<file path="src/sv/mdaa_pkg.sv">
package mdaa_pkg;

   // default sizes of the descriptor tables
   localparam int NUM_ARRAYS_DEF = 16;
   localparam int MAX_DIMS_DEF   = 10;

   // stream widths
   localparam int REQ_TDATA_W = 160;
   localparam int REQ_TUSER_W = 2;
   localparam int RSP_TDATA_W = 40;

   typedef enum logic [1:0] {
      ACT_HEADER = 2'd0,
      ACT_BOUNDS = 2'd1,
      ACT_INDEX  = 2'd2
   } action_type;

   typedef enum logic [1:0] {
      ST_IDLE,
      ST_MAC,
      ST_ADDR
   } state_type;

   // descriptor header entry
   typedef struct packed {
      logic [31:0] base;
      logic [15:0] esize;
      logic [3:0]  ndims;
   } hdr_type;

   // one dimension's bounds
   typedef struct packed {
      logic [31:0] lower;
      logic [31:0] upper;
   } bnd_type;

   // controls from sequencer to arithmetic
   typedef struct packed {
      logic mac;
      logic clear;
   } calc_ctrl_type;

endpackage

</file>
<file path="src/sv/mdaa_calc.sv">
module mdaa_calc (
   input  logic                    clock,
   input  logic                    reset,
   input  mdaa_pkg::calc_ctrl_type ctrl,
   input  mdaa_pkg::hdr_type       hdr,
   input  mdaa_pkg::bnd_type       bnd,
   input  logic [31:0]             subscript,
   output logic [31:0]             address
);
   import mdaa_pkg::*;

   logic [31:0] acc_ff;
   logic [31:0] acc_in;
   logic [31:0] extent;
   logic [31:0] delta;

   // horner step, wraps mod 2^32
   assign extent = bnd.upper - bnd.lower + 32'd1;
   assign delta  = subscript - bnd.lower;

   always_comb begin
      acc_in = acc_ff;
      if (ctrl.clear) begin
         acc_in = '0;
      end else if (ctrl.mac) begin
         acc_in = acc_ff * extent + delta;
      end
   end

   always_ff @(posedge clock) begin
      if (reset) begin
         acc_ff <= '0;
      end else begin
         acc_ff <= acc_in;
      end
   end

   // final scale by element size
   assign address = hdr.base + acc_ff * {16'd0, hdr.esize};

endmodule

</file>
<file path="config.mk">
export PLATFORM = sky130hd
export DESIGN_NAME = mdaa_calc
export DESIGN_NICKNAME = d
export VERILOG_FILES = /design/src/sv/mdaa_pkg.sv /design/src/sv/mdaa_calc.sv
export SDC_FILE = /design/constraint.sdc
export NUM_CORES = 2
export LEC_CHECK = 0
export ABC_AREA = 1
export ABC_CLOCK_PERIOD_IN_PS = 9800
export BUFFER_PORTS_ARGS = -buffer_cell sky130_fd_sc_hd__clkbuf_2
export CAP_MARGIN = 20
export CORE_MARGIN = 8
export CORE_UTILIZATION = 63
export CTS_BUF_LIST = sky130_fd_sc_hd__clkbuf_16
export CTS_CLUSTER_DIAMETER = 120
export DETAILED_ROUTE_END_ITERATION = 10
export GPL_TIMING_DRIVEN = 0
export PLACE_DENSITY = 0.82
export SETUP_SLACK_MARGIN = 0.02
export SLEW_MARGIN = 0
export SYNTH_ARGS = -nofsm -noshare
export SYNTH_HDL_FRONTEND = slang
export SYNTH_SLANG_ARGS = --single-unit
export TNS_END_PERCENT = 10
</file>
<file path="constraint.sdc">
create_clock -name clock -period 9.8 [get_ports clock]
set_input_delay 0.49 -clock clock [delete_from_list [all_inputs] [get_ports clock]]
set_output_delay 0.49 -clock clock [all_outputs]
set_load 0.02 [all_outputs]
</file>
## Word-level counts from Yosys, hierarchy flattened

Index checks and enable logic that the tools add are counted.

| storage, ports and cells | value |
|---|---|
| bits in writable memories | 0 |
| memories kept | 0 |
| memory bits (read-only) | 0 |
| logic and storage cells | 9 |
| input port bits | 152 |
| latch bits | 0 |
| register bits after elaboration | 32 |

| cells by class | value |
|---|---|
| bitwise gates (word level) | 0 |
| muxes and demuxes | 0 |
| shift operators | 0 |
| $lt $le $gt $ge | 0 |
| reductions and logical operators | 1 |
| add/sub/neg operators | 5 |
| eq/ne operators | 0 |
| $mul | 2 |
| divide/modulo/power cells | 0 |

Operators with widths:

| kind | count |
|---|---|
| $add A32 B32 Y32 | 2 |
| $sub A32 B32 Y32 | 2 |
| $add A32 B1 Y32 const B | 1 |
| $mul A32 B16 Y32 | 1 |
| $mul A32 B32 Y32 | 1 |
| $reduce_or A2 Y1 | 1 |

## Longest topological paths before layout

| logic depth | value |
|---|---|
| word-level depth | 4 |
| mapped depth | 50 |

## Worst setup path before layout

No wires, ideal clock.

| timing path | value |
|---|---|
| path type | input port to flip-flop |
| start point | in bnd[1] (netlist bit) |
| end point | reg acc_ff[30] |
| buffers on the path | 1 |
| arrival | 8.266 ns |
| stages on the path | 37 |
| slack | 1.476 ns |
| data required time | 9.742 ns |
| cell sequence | inv_1 > ha_1 > inv_1 > ha_1 > fa_1 > nand2_2 > nand2_4 > nand3_2 > nand2_2 > nand2_1 > nand2_1 > inv_1 > clkbuf_1 > nand2_1 > fa_1 > fa_1 > fa_1 > fa_1 > inv_1 > fa_1 > fa_1 > fa_1 > inv_1 > fa_1 > inv_1 > ha_1 > nand2_1 > nor3_1 > nand4_1 > nand3b_1 > o221ai_1 > a21oi_1 > o21bai_1 > a21oi_1 > o21ai_0 > o211ai_1 > inv_1 |

| on the way | value |
|---|---|
| word-level cells in the longest chain between the ends | 4 |

Ends and longest elaborated chain:

| what | line | source |
|---|---|---|
| start, declared | mdaa_calc.sv:6 | `input mdaa_pkg::bnd_type bnd,` |
| $sub A32 B32 Y32 | mdaa_calc.sv:18 | `assign extent = bnd.upper - bnd.lower + 32'd1;` |
| $add A32 B1 Y32 | mdaa_calc.sv:18 |  |
| $mul A32 B32 Y32 | mdaa_calc.sv:26 | `acc_in = acc_ff * extent + delta;` |
| $add A32 B32 Y32 | mdaa_calc.sv:26 |  |
| end signal, assigned | mdaa_calc.sv:34 | `acc_ff <= acc_in;` |
| end, declared | mdaa_calc.sv:12 | `logic [31:0] acc_ff;` |

No other way between the ends.
A chain may end at the register's enable or synchronous reset.

## Worst setup path after layout

Same ends and word-level chain as after synthesis.

==> results.yml <==
outcome:
  outcome: "finished, final reports clean"
yosys:
  syn_avg_cell_area_um2: 7.54
  seq_area_frac_synth_pct: 1.86
  ys_warn_count: 0
  ys_seq_elements: 32
  syn_nets: 5776
  synthDistinctLibCells: 45
  syn_area_um2: 34400
  synthCells: 4555
timing:
  final-setup-viol-count: 0
  finalSetupTns_ns: 0
  rsz0062_at_grt: "true"
  slew_violations: 0
  worst_clock_skew_ns: 0.00325
  post-route-min-period_ns: 9.54
  timing.final.crit_share_pct: 97.3
  worst_slew_pin_slew_ns: 1.28
  fmax_mhz: 105
  fin_ws_ns: 0.262
  max_slew_margin_pct: 14.7
  finalHoldViolCount: 0
grt:
  grt_pass1_vias: 30800
  track_usage_pct: 37.7
  antenna_found_initial: 6
  grt_start_max_net_pins: 14
  overflow: 0
  grt_pass1_wl_mm: 178
clocking:
  ctsHoldBuffers: 0
  htreeDepth: 2
  clk_pin_slew_ns: 0.06
  cts.sinks: 32
  cts-root-buf: "clkbuf_16"
  cts_made_buffers: 5
  clk_latency_ns: 0.28
  clock_path_buffers: 2
  cts_tree: "done"
floorplan:
  coreArea_um2: 53900
  die_h_um: 250
  io_pins: 184
  floorplan.die.width_um: 250
  rows: 85
  dieArea_um2: 62300
  start_util_pct: 63.7
detailed_routing:
  first_pass_iters: 6
  drc: 0
  vias: 30100
  wl_mm: 117
  drt_iter0_drc: 3361
  viasPerCell: 5.53
  wl_per_cell_um: 21.4
  antenna_left: 0
flow_run:
  maxCapViolations: 0
critical_path:
  crit_path_max_incr_delay_ns: 0.60
  cp_data_required_time_ns: 10.03
  cp-end-kind: "flip-flop"
  path_max_fanout: 13
  critPathLaunchType: "input port"
  cpMaxStageDelayCell: "fa_1"
  path_class: "input port to flip-flop"
  cpMostUsedCell: "fa_1"
  arrival_ns: 9.77
finish:
  largest_reg_flops: 32
  post-route-util_pct: 67.7
  largestRegisters: "acc_ff (32)"
  regMostFlops: "acc_ff"
  final_cell_mix: "inv_1, nand2_1, fa_1, ha_1, nor2_1"
  nNetsFinal: 5965
  final_common_cell: "inv_1"
  fillers: 4600
  finalInstanceArea_um2: 36500
  drive_gt1_share_pct: 6.74
  area_delta_synth_final_pct: 6.25
placement:
  pre_cts_ws_ns: -0.891
  gp_congestion: 1.08
  place_area_um2: 36200
  port-buffer-count: 171
  hpwl_mm: 101
hold_path:
  hold_path.class: "input port to flip-flop"
==> Yosys cell counts <==
cell type  number  area share (%)
nor3_1          7            0.10
buf_2           7            0.10
o31ai_1         1           0.022
o21a_1          2           0.044
o21ai_2         3           0.076
nand3b_2        1           0.033
inv_2          17            0.19
o21ai_0        55            0.80
a31oi_1         2           0.036
and2_1          3           0.055
buf_1          22            0.24
o211ai_1        2           0.044
o21bai_1        6            0.13
nor2_2         12            0.22
nand2_4         6            0.20
nand4_1        20            0.36
nand3_1        96             1.4
clkinv_1        3           0.033
clkbuf_1      144             1.6
xnor2_1        38            0.97
xor2_2          1           0.047
a2111oi_0       2           0.051
a21boi_2        1           0.033
a21boi_1        3           0.066
buf_4           1           0.022
nor2_1        229             2.5
dfxtp_1        32             1.9
or2_2           1           0.018
o221ai_1        2           0.051
xor2_1         55             1.4
a21oi_2         8            0.20
o21ai_1         6           0.087
a21oi_1       114             1.7
nand2_1      1136              12
a21o_1          4           0.087
nor4_1          1           0.018
and2_0          1           0.018
nand3_2        12            0.35
inv_1        1384              15
nand2_2        35            0.64
nand3b_1        9            0.20
ha_1          266             9.7
fa_1          803              47
and3_1          1           0.018
nor2_4          1           0.033
==> path summary, 6_finish.rpt <==
| path | from | end | slack [ns] | cells after the start |
|---|---|---|---|---|
| max | bnd[1] | acc_ff[30]$_SDFFE_PP0P_ | 0.26 | 35 |
| min | reset | acc_ff[2]$_SDFFE_PP0P_ | 0.57 | 4 |
| max reg2reg | acc_ff[11]$_SDFFE_PP0P_ | acc_ff[27]$_SDFFE_PP0P_ | 0.87 | 24 |
| min reg2reg | acc_ff[31]$_SDFFE_PP0P_ | acc_ff[31]$_SDFFE_PP0P_ | 0.69 | 4 |
==> final cells by class <==
type / count / area [um^2] / area share [%]
antenna: 8 / 20.0 / 0.0548
buffer: 172 / 674 / 1.85
clock buffer: 5 / 125 / 0.343
clock inverter: 3 / 15.0 / 0.0411
inverter: 1404 / 5270 / 14.4
multi-input combinational: 2945 / 27800 / 76.3
sequential: 32 / 641 / 1.75
tap: 696 / 871 / 2.39
timing repair buffer: 184 / 1040 / 2.85
==> stage by stage <==
| step | hold WS, ns | instances |
|---|---|---|
| after floorplan | 0.512 | 4555 |
| after CTS | 0.562 | 5433 |
| final | 0.570 | 5449 |
| after detailed placement | 0.664 | 5426 |
| after global placement | 0.662 | 5422 |
| after global routing | 0.587 | 5442 |
==> worst max-delay path, delay by kind of cell <==
kind / cells / cell delay [ns]
AND/OR/NAND/NOR: 9 / 1.64
AO/OA/AOI/OAI: 6 / 1.02
buffers and inverters: 8 / 1.07
adder cells (fa/ha/maj): 12 / 5.48
==> metal layers <==
| metal | wire length, um | GRT usage (%) | share of wire [%] |
|---|---|---|---|
| met4 | 7250 | 19.8 | 6.2 |
| met5 | 9 | 0 | 0.0077 |
| met1 | 42600 | 48.9 | 37 |
| met2 | 51100 | 57.8 | 44 |
| met3 | 15600 | 9.93 | 13 |
==> what timing repair did <==
item | CTS | global route
pin swaps | 1 | 1
setup buffers | 1 | 1
resized for setup | 12 | 23
setup endpoints to repair | 5 | 7
==> kinds of logic after synthesis <==
group	Yosys count	synth area share, %
buffers and inverters	1578	17.3
and+or+nand+nor	1571	18.6
adders and majority gates	1069	56.5
AOI/OAI and AO/OA	211	3.39
xor gates and xnor gates	94	2.42
DFF	32	1.86
Power is not shown: default switching activity piles up to over one toggle a cycle in this logic, so the estimate is an artifact.
