## config.mk

```make
export PLATFORM = sky130hd
export DESIGN_NAME = mdaa_ram
export DESIGN_NICKNAME = d
export VERILOG_FILES = /design/src/sv/mdaa_pkg.sv /design/src/sv/mdaa_ram.sv
export SDC_FILE = /design/constraint.sdc
export NUM_CORES = 1
export LEC_CHECK = 0
export BUFFER_PORTS_ARGS = -buffer_cell sky130_fd_sc_hd__clkbuf_2
export CAP_MARGIN = 30
export CORE_MARGIN = 2
export CORE_UTILIZATION = 55
export CTS_BUF_LIST = sky130_fd_sc_hd__clkbuf_4 sky130_fd_sc_hd__clkbuf_8 sky130_fd_sc_hd__clkbuf_16
export DETAILED_ROUTE_END_ITERATION = 8
export MAX_ROUTING_LAYER = met4
export PLACE_DENSITY = 0.85
export SLEW_MARGIN = 20
export SYNTH_ARGS = -nofsm -noshare
export SYNTH_HDL_FRONTEND = slang
export SYNTH_SLANG_ARGS = --single-unit
```

## constraint.sdc

```tcl
create_clock -name clock -period 5.2 [get_ports clock]
set_input_delay 1.04 -clock clock [delete_from_list [all_inputs] [get_ports clock]]
set_output_delay 1.04 -clock clock [all_outputs]
set_load 0.03 [all_outputs]
```

## src/sv/mdaa_pkg.sv

```systemverilog
package mdaa_pkg;

   // default sizes of the descriptor tables
   localparam int NUM_ARRAYS_DEF = 16;
   localparam int MAX_DIMS_DEF   = 10;

   // stream widths
   localparam int REQ_TDATA_W = 160;
   localparam int REQ_TUSER_W = 2;
   localparam int RSP_TDATA_W = 40;

   typedef enum logic [1:0] {
      ACT_HEADER = 2'd0,
      ACT_BOUNDS = 2'd1,
      ACT_INDEX  = 2'd2
   } action_type;

   typedef enum logic [1:0] {
      ST_IDLE,
      ST_MAC,
      ST_ADDR
   } state_type;

   // descriptor header entry
   typedef struct packed {
      logic [31:0] base;
      logic [15:0] esize;
      logic [3:0]  ndims;
   } hdr_type;

   // one dimension's bounds
   typedef struct packed {
      logic [31:0] lower;
      logic [31:0] upper;
   } bnd_type;

   // controls from sequencer to arithmetic
   typedef struct packed {
      logic mac;
      logic clear;
   } calc_ctrl_type;

endpackage

```

## src/sv/mdaa_ram.sv

```systemverilog
module mdaa_ram #(
   parameter int WIDTH = $bits(mdaa_pkg::hdr_type),
   parameter int DEPTH = mdaa_pkg::NUM_ARRAYS_DEF,
   parameter int AW    = (DEPTH > 1) ? $clog2(DEPTH) : 1
) (
   input  logic             clock,
   input  logic             wr_en,
   input  logic [AW-1:0]    wr_addr,
   input  logic [WIDTH-1:0] wr_data,
   input  logic             rd_en,
   input  logic [AW-1:0]    rd_addr,
   output logic [WIDTH-1:0] rd_data
);
   logic [WIDTH-1:0] mem [DEPTH];
   logic [WIDTH-1:0] rd_data_ff;

   always_ff @(posedge clock) begin
      if (wr_en) begin
         mem[wr_addr] <= wr_data;
      end
   end

   // read data holds until the next read
   always_ff @(posedge clock) begin
      if (rd_en) begin
         rd_data_ff <= mem[rd_addr];
      end
   end

   assign rd_data = rd_data_ff;

endmodule

```

Word-level counts from Yosys, hierarchy flattened
Memory sizes are Yosys's and may differ from the RTL's. A register that Yosys moved wholly into a read port is not among the register bits. Cells that the tools add are included.

Register bits after elaboration: 0. Latch bits: 0. Memory bits (read-only): 0. Bits of input ports: 63. Logic and storage cells: 3. Output and inout bits: 52. Bits in writable memories: 832. Memories: 1.

Memory list: mem (words 16, bits a word 52, read ports 1, clocked after Yosys merged registers in 1, write ports 1, RTL line mdaa_ram.sv:14) `logic [WIDTH-1:0] mem [DEPTH];`.

Bitwise operators: 0. Multipliers: 0. Eq/ne operators: 0. Reduce and logical (&&, ||, !) cells: 0. Shifts and indexed selects: 0. Mux-type cells: 2. Order comparisons: 0. $add $sub $neg: 0. Divide/modulo/power cells: 0.

Operators with widths (number): $mux 1 (2).

Logic depth before layout (Yosys ltp)
Gate-level depths: netlist (run 1).

Depth in word-level cells: 2. Depth in mapped cells: 6.

Least setup slack after synthesis (run 1)
Ideal clock, no wire load.

Path type: in2reg. From: input port wr_addr[2]. To: memory mem[0][0] (netlist name) (enable). Setup slack: -0.425 ns. Library setup time: 0.526 ns. Buffers on the path: 0. Stages on the path: 2. Data arrival time: 5.099 ns. Required time: 4.674 ns. Cells stage by stage: or3b_2 > nor3_1.

RTL lines: from (decl) (RTL line mdaa_ram.sv:8) `input logic [AW-1:0] wr_addr,`; to (decl) (RTL line mdaa_ram.sv:14).

Straight into the memory's write port.

==> flow_summary.toml, run 1 <==
[run_status]
outcome = "complete, no violations"

[logic_synthesis]
synth_compound_area_share_pct = 2.38
syn_avg_cell_area_sq_um = 24.4
syn_area_sq_um = 32700
yosys-mux-area-fraction_pct = 14.3
yosys.area_share.simple_pct = 1.00
synth_xor_area_share_pct = 0
synth_seq_cells = 884
syn_inst = 1344
synth_top_family_by_area = "multiplexers"
synthAdderAreaFrac_pct = 0
synth_nets = 1407
synth_cell_types = 16
ys_seq_area_share_pct = 81.1
yosysWarnings = 0

[place]
portBuffers = 114
gp_congestion = 0.733
hpwlAfterDp_microns = 37200
dp_cells = 2201

[clock_tree]
path_clk_slew_ns = 0.06
clkLatencyLatePin_ns = 0.62
clk_path_buf_depth = 3
post_cts_buffers = 0
cts.sinks = 884
htreeDepth = 3
hold_buffers = 0
numCtsBuffers = 82
cts_resized = 0
cts_tree = "built"
cts_root_buffer = "clkbuf_16"

[global_routing]
overflow = 0
grt_max_degree = 109
antenna_found_initial = 8
grt_usage_pct = 26.0
grt_pass1_vias = 16300
grt_pass1_wl_microns = 110000

[layout]
drive_above_1_share_pct = 32.6
nNetsFinal = 1579
layout.cells.non_filler = 2359
area_delta_synth_final_pct = 14.0
n_fill_cell = 3562

[drt]
ant_nets = 0
route.detailed.drc = 0
drt-initial-drc-count = 2276
first_pass_iters = 5
wl_per_cell_microns = 31.9
vias = 15500
drt-vias-per-instance = 6.57
wirelength_microns = 75100

[worst_setup_path]
reg2reg_slack_ns = 3.51
required_ns = 5.53
rr_worst_depth = 3
rr_startpoint = "mem[10][16]"
critical_path_class = "in -> reg"
start_kind = "primary input"
worstReg2RegEnd = "rd_data[16]"
end_kind = "flop"
worstPathArrival_ns = 3.10
cp_max_fo = 63

[sta]
clock.fmax_mhz = 361
whs_ns = 0.755
post-route-min-period_ns = 2.77
grt_setup_unrepaired = "false"
setup_viol = 0
hold_viol_final = 0
fin_crit_sh_pct = 53.2
maxSlewViolCount = 0
max_slew_margin_pct = 30.9
skew_ns = 0.0228
worst_slew_pin_slew_ns = 1.04
finalSetupTns_ns = 0

[die]
die_y_microns = 248
die_w_microns = 248
num_io_pins = 115
std_cell_rows = 89
dieArea_sq_um = 61500
initial_core_util_pct = 55.6
core_sq_um = 58900

[hold_path]
hold_end = "rd_data[34]"
hold_depth = 3
hp-start = "mem[6][34]"
hp-class = "reg -> reg"

[pwr]
vdd_ir_drop_max_v = 0.000251
leakage_uw = 0.0120
power_density_nw_per_um2 = 401

[run]
cap_violations = 0
==> through the flow <==
step / power (uW) / cell area [sq um] / util (%) / worst slack, ns
2_1_floorplan: 8670 / 32800 / - / 0.986
3_3_place_gp: 8940 / 34400 / 58.4 / 1.87
3_5_place_dp: 8980 / 34500 / 58.5 / 1.84
4_1_cts: 15000 / 37200 / 63.1 / 2.44
5_1_grt: 15300 / 37300 / 63.4 / 2.32
6_report: 15000 / 37300 / 63.4 / 2.43
==> cells in the mapped netlist, drive strengths merged <==
library cell	number	area share, %
a22oi	104	2.4
and2	1	0.019
buf	38	0.86
clkbuf	31	0.36
edfxtp	884	81
mux4	208	14
nand2	53	0.61
nand2b	2	0.038
nand3	1	0.015
nand3b	2	0.046
nor2	13	0.15
nor2b	2	0.038
nor3	4	0.061
or3b	1	0.027
==> worst max-delay path by stage <==
stage                          start          end  slack [ns]  cells after the start
after floorplan           wr_addr[2]    mem[1][0]        0.99                      2
after global placement    rd_addr[0]  rd_data[12]        1.87                      5
after detailed placement  rd_addr[0]   rd_data[5]        1.84                      5
after CTS                 rd_addr[0]  rd_data[12]        2.44                      5
after global routing      rd_addr[0]  rd_data[12]        2.32                      5
final                     rd_addr[0]  rd_data[12]        2.43                      5
==> registers in the layout (all words and copies together), names as in the netlist <==
| name | flops |
|---|---|
| rd_data | 52 |
| mem | 832 |
==> where the power goes <==
part           internal (uW)  switching (uW)  total (uW)
clock                   3560            2560        6130
sequential              8030            59.7        8090
combinational            277             483         760
==> final cells by class <==
type,instances,area (sq um),share of cell area [%]
sequential,884,26500,71.1
antenna,9,22.5,0.0603
clock inverter,44,445,1.19
clock buffer,101,2280,6.11
multi-input combinational,391,5950,15.9
timing repair buffer,157,1110,2.97
tap,773,967,2.59
==> cell families after synthesis <==
kind of cell,count (synthesis)
AO/OA/AOI/OAI,104
AND/OR/NAND/NOR,79
multiplexers,208
flip-flops,884
buffers and inverters,69
==> cell usage in the layout, fill, tap and decap left out, drive strengths merged <==
master    synthesis  routed
nand3             1       1
nor3              4       4
nor2             13      13
clkinvlp          0       4
or3b              1       1
edfxtp          884     884
a22oi           104     104
mux4            208     208
diode             0       9
clkbuf           31     213
nand2b            2       2
inv               0       1
nand2            53      53
clkinv            0      30
buf              38      45
bufinv            0       9
nand3b            2       2
and2              1       1
nor2b             2       2
==> metal layers <==
layer  track usage, %  part of all wire (%)  vias to the layer above
li1                 -                     -                     6138
met1             34.6                    36                     8179
met2             41.0                    51                     1046
met3             5.27                    10                      127
met4             8.24                   2.4                        0
met5                -                     0                        -
==> critical path: stages <==
cell and delay (ns):
buf_8 0.55, buf_12 0.40, mux4_2 0.57, a22oi_1 0.28
nand2_1 0.16
Note: power is estimated with default switching activity, not from simulation.
==> run 2, diff against run 1 <==
--- a/config.mk
+++ b/config.mk
@@ -8,11 +8,11 @@
 export BUFFER_PORTS_ARGS = -buffer_cell sky130_fd_sc_hd__clkbuf_2
 export CAP_MARGIN = 30
 export CORE_MARGIN = 2
-export CORE_UTILIZATION = 55
+export CORE_UTILIZATION = 61
 export CTS_BUF_LIST = sky130_fd_sc_hd__clkbuf_4 sky130_fd_sc_hd__clkbuf_8 sky130_fd_sc_hd__clkbuf_16
 export DETAILED_ROUTE_END_ITERATION = 8
 export MAX_ROUTING_LAYER = met4
-export PLACE_DENSITY = 0.85
+export PLACE_DENSITY = 0.89
 export SLEW_MARGIN = 20
 export SYNTH_ARGS = -nofsm -noshare
 export SYNTH_HDL_FRONTEND = slang
==> constraint.sdc (replaced) <==
create_clock -name clock -period 2.7 [get_ports clock]
set_input_delay 0.54 -clock clock [delete_from_list [all_inputs] [get_ports clock]]
set_output_delay 0.54 -clock clock [all_outputs]
set_load 0.03 [all_outputs]
==> flow_summary.toml, run 2 (synthesis gave the netlist of run 1 again) <==
[run_status]
outcome = "complete, no violations"

[worst_setup_path]
reg2reg_slack_ns = 0.96
worstReg2RegEnd = "rd_data[28]"
worstPathArrival_ns = 2.28
end_kind = "flop"
critical_path_class = "in -> reg"
rr_worst_depth = 3
required_ns = 3.05
endpoint = "rd_data[28]"
crit_start = "rd_addr[0]"
rr_startpoint = "mem[2][28]"
start_kind = "primary input"
cp_max_fo = 21

[global_routing]
grt_usage_pct = 31.5
globalRouteMet1Util_pct = 40.1
grt_pass1_wl_microns = 119000
grt_max_degree = 65
grt.met3_usage_pct = 8.84
grt_pass1_vias = 17100
overflow = 0
top_usage_layer = "met2"
use_met2_pct = 48.3
antenna_found_initial = 4

[pwr]
power_density_nw_per_um2 = 763
vdd_ir_drop_max_v = 0.000712
leakage_uw = 0.0121

[layout]
area_delta_synth_final_pct = 14.7
nNetsFinal = 1609
largest_reg_flops = 832
final_common_cell = "edfxtp_1"
drive_above_1_share_pct = 33.8
top_register = "mem"
final_cell_mix = "884 x edfxtp_1, 208 x mux4_2, 111 x clkbuf_2, 104 x a22oi_1, 87 x clkbuf_16"
layout.cells.non_filler = 2302
stdcell_area_sq_um = 37600

[run]
cap_violations = 0

[clock_tree]
post_cts_buffers = 0
hold_buffers = 0
htreeDepth = 3
path_clk_slew_ns = 0.06
clkLatencyLatePin_ns = 0.63
cts_tree = "built"
cts.sinks = 884
numCtsBuffers = 84
cts_resized = 0
clk_path_buf_depth = 3
cts_root_buffer = "clkbuf_16"

[sta]
fin_crit_sh_pct = 71.6
finalSetupTns_ns = 0
hold_viol_final = 0
maxSlewViolCount = 0
setup_viol = 0
whs_ns = 0.319
worst_slew_pin_slew_ns = 0.961
clock.fmax_mhz = 517
post-route-min-period_ns = 1.93
skew_ns = 0.0167
max_slew_margin_pct = 36.0
grt_setup_unrepaired = "false"

[die]
die_w_microns = 236
initial_core_util_pct = 62.0
std_cell_rows = 84
die_y_microns = 236
core_sq_um = 52800
dieArea_sq_um = 55500
num_io_pins = 115

[place]
placed_area_sq_um = 34900
gp_congestion = 0.761
portBuffers = 114
dp_cells = 2148
hpwlAfterDp_microns = 41400

[drt]
drt-initial-drc-count = 2938
ant_nets = 0
wirelength_microns = 84000
first_pass_iters = 6
wl_per_cell_microns = 36.5
drt-vias-per-instance = 7.10
route.detailed.drc = 0
vias = 16300

[hold_path]
hp-class = "in -> reg"
hold_depth = 1
hp-start = "wr_data[17]"
-- run 2: cell count changes in the layout (fill, tap and decap cells not counted), moves of 5 or more --
cell       previous run  this run
buf_12                6        33
buf_4                31        39
buf_16                6         0
bufinv_16             9         4
-- run 2: cell type report --
class	count	area [sq um]
diodes	6	15.0
clock buffers	104	2300
clock inverters	44	334
fillers	2773	15200
multi-input cells	391	5950
flip-flops and latches	884	26500
well taps	688	861
repair buffers	185	1540
-- run 2: where the power goes --
part	internal (uW)	leakage (uW)	switching, uW
registers	15500	0.00804	133
logic	573	0.00277	989
clock network	6450	0.00132	5040
total	22500	0.0121	6160
-- run 2: critical path, stage by stage --
cell     delay (ns)
buf_8          0.15
buf_4          0.44
mux4_2         0.62
a22oi_1        0.39
nand2_1        0.11
-- run 2: layer usage --
layer  wire length (microns)  share of wire (%)
met1                   28400                 34
met2                   41400                 49
met3                   11000                 13
met4                    3210                3.8
met5                       0                  0
-- run 2: worst min path at each step --
| stage | to |
|---|---|
| 2_1_floorplan | mem[0][0] |
| 3_3_place_gp | rd_data[43] |
| 3_5_place_dp | rd_data[31] |
| 4_1_cts | mem[6][17] |
| 5_1_grt | mem[0][22] |
| 6_report | mem[6][17] |
-- run 2: metrics by stage --
step | setup WS [ns] | util [%] | total power [uW]
3_3_place_gp | 0.412 | 66.1 | 17300
5_1_grt | 0.758 | 71.2 | 29300
6_report | 0.767 | 71.2 | 28700
3_5_place_dp | 0.308 | 66.1 | 17400
4_1_cts | 0.810 | 71.1 | 28700
2_1_floorplan | -0.735 | - | 16700
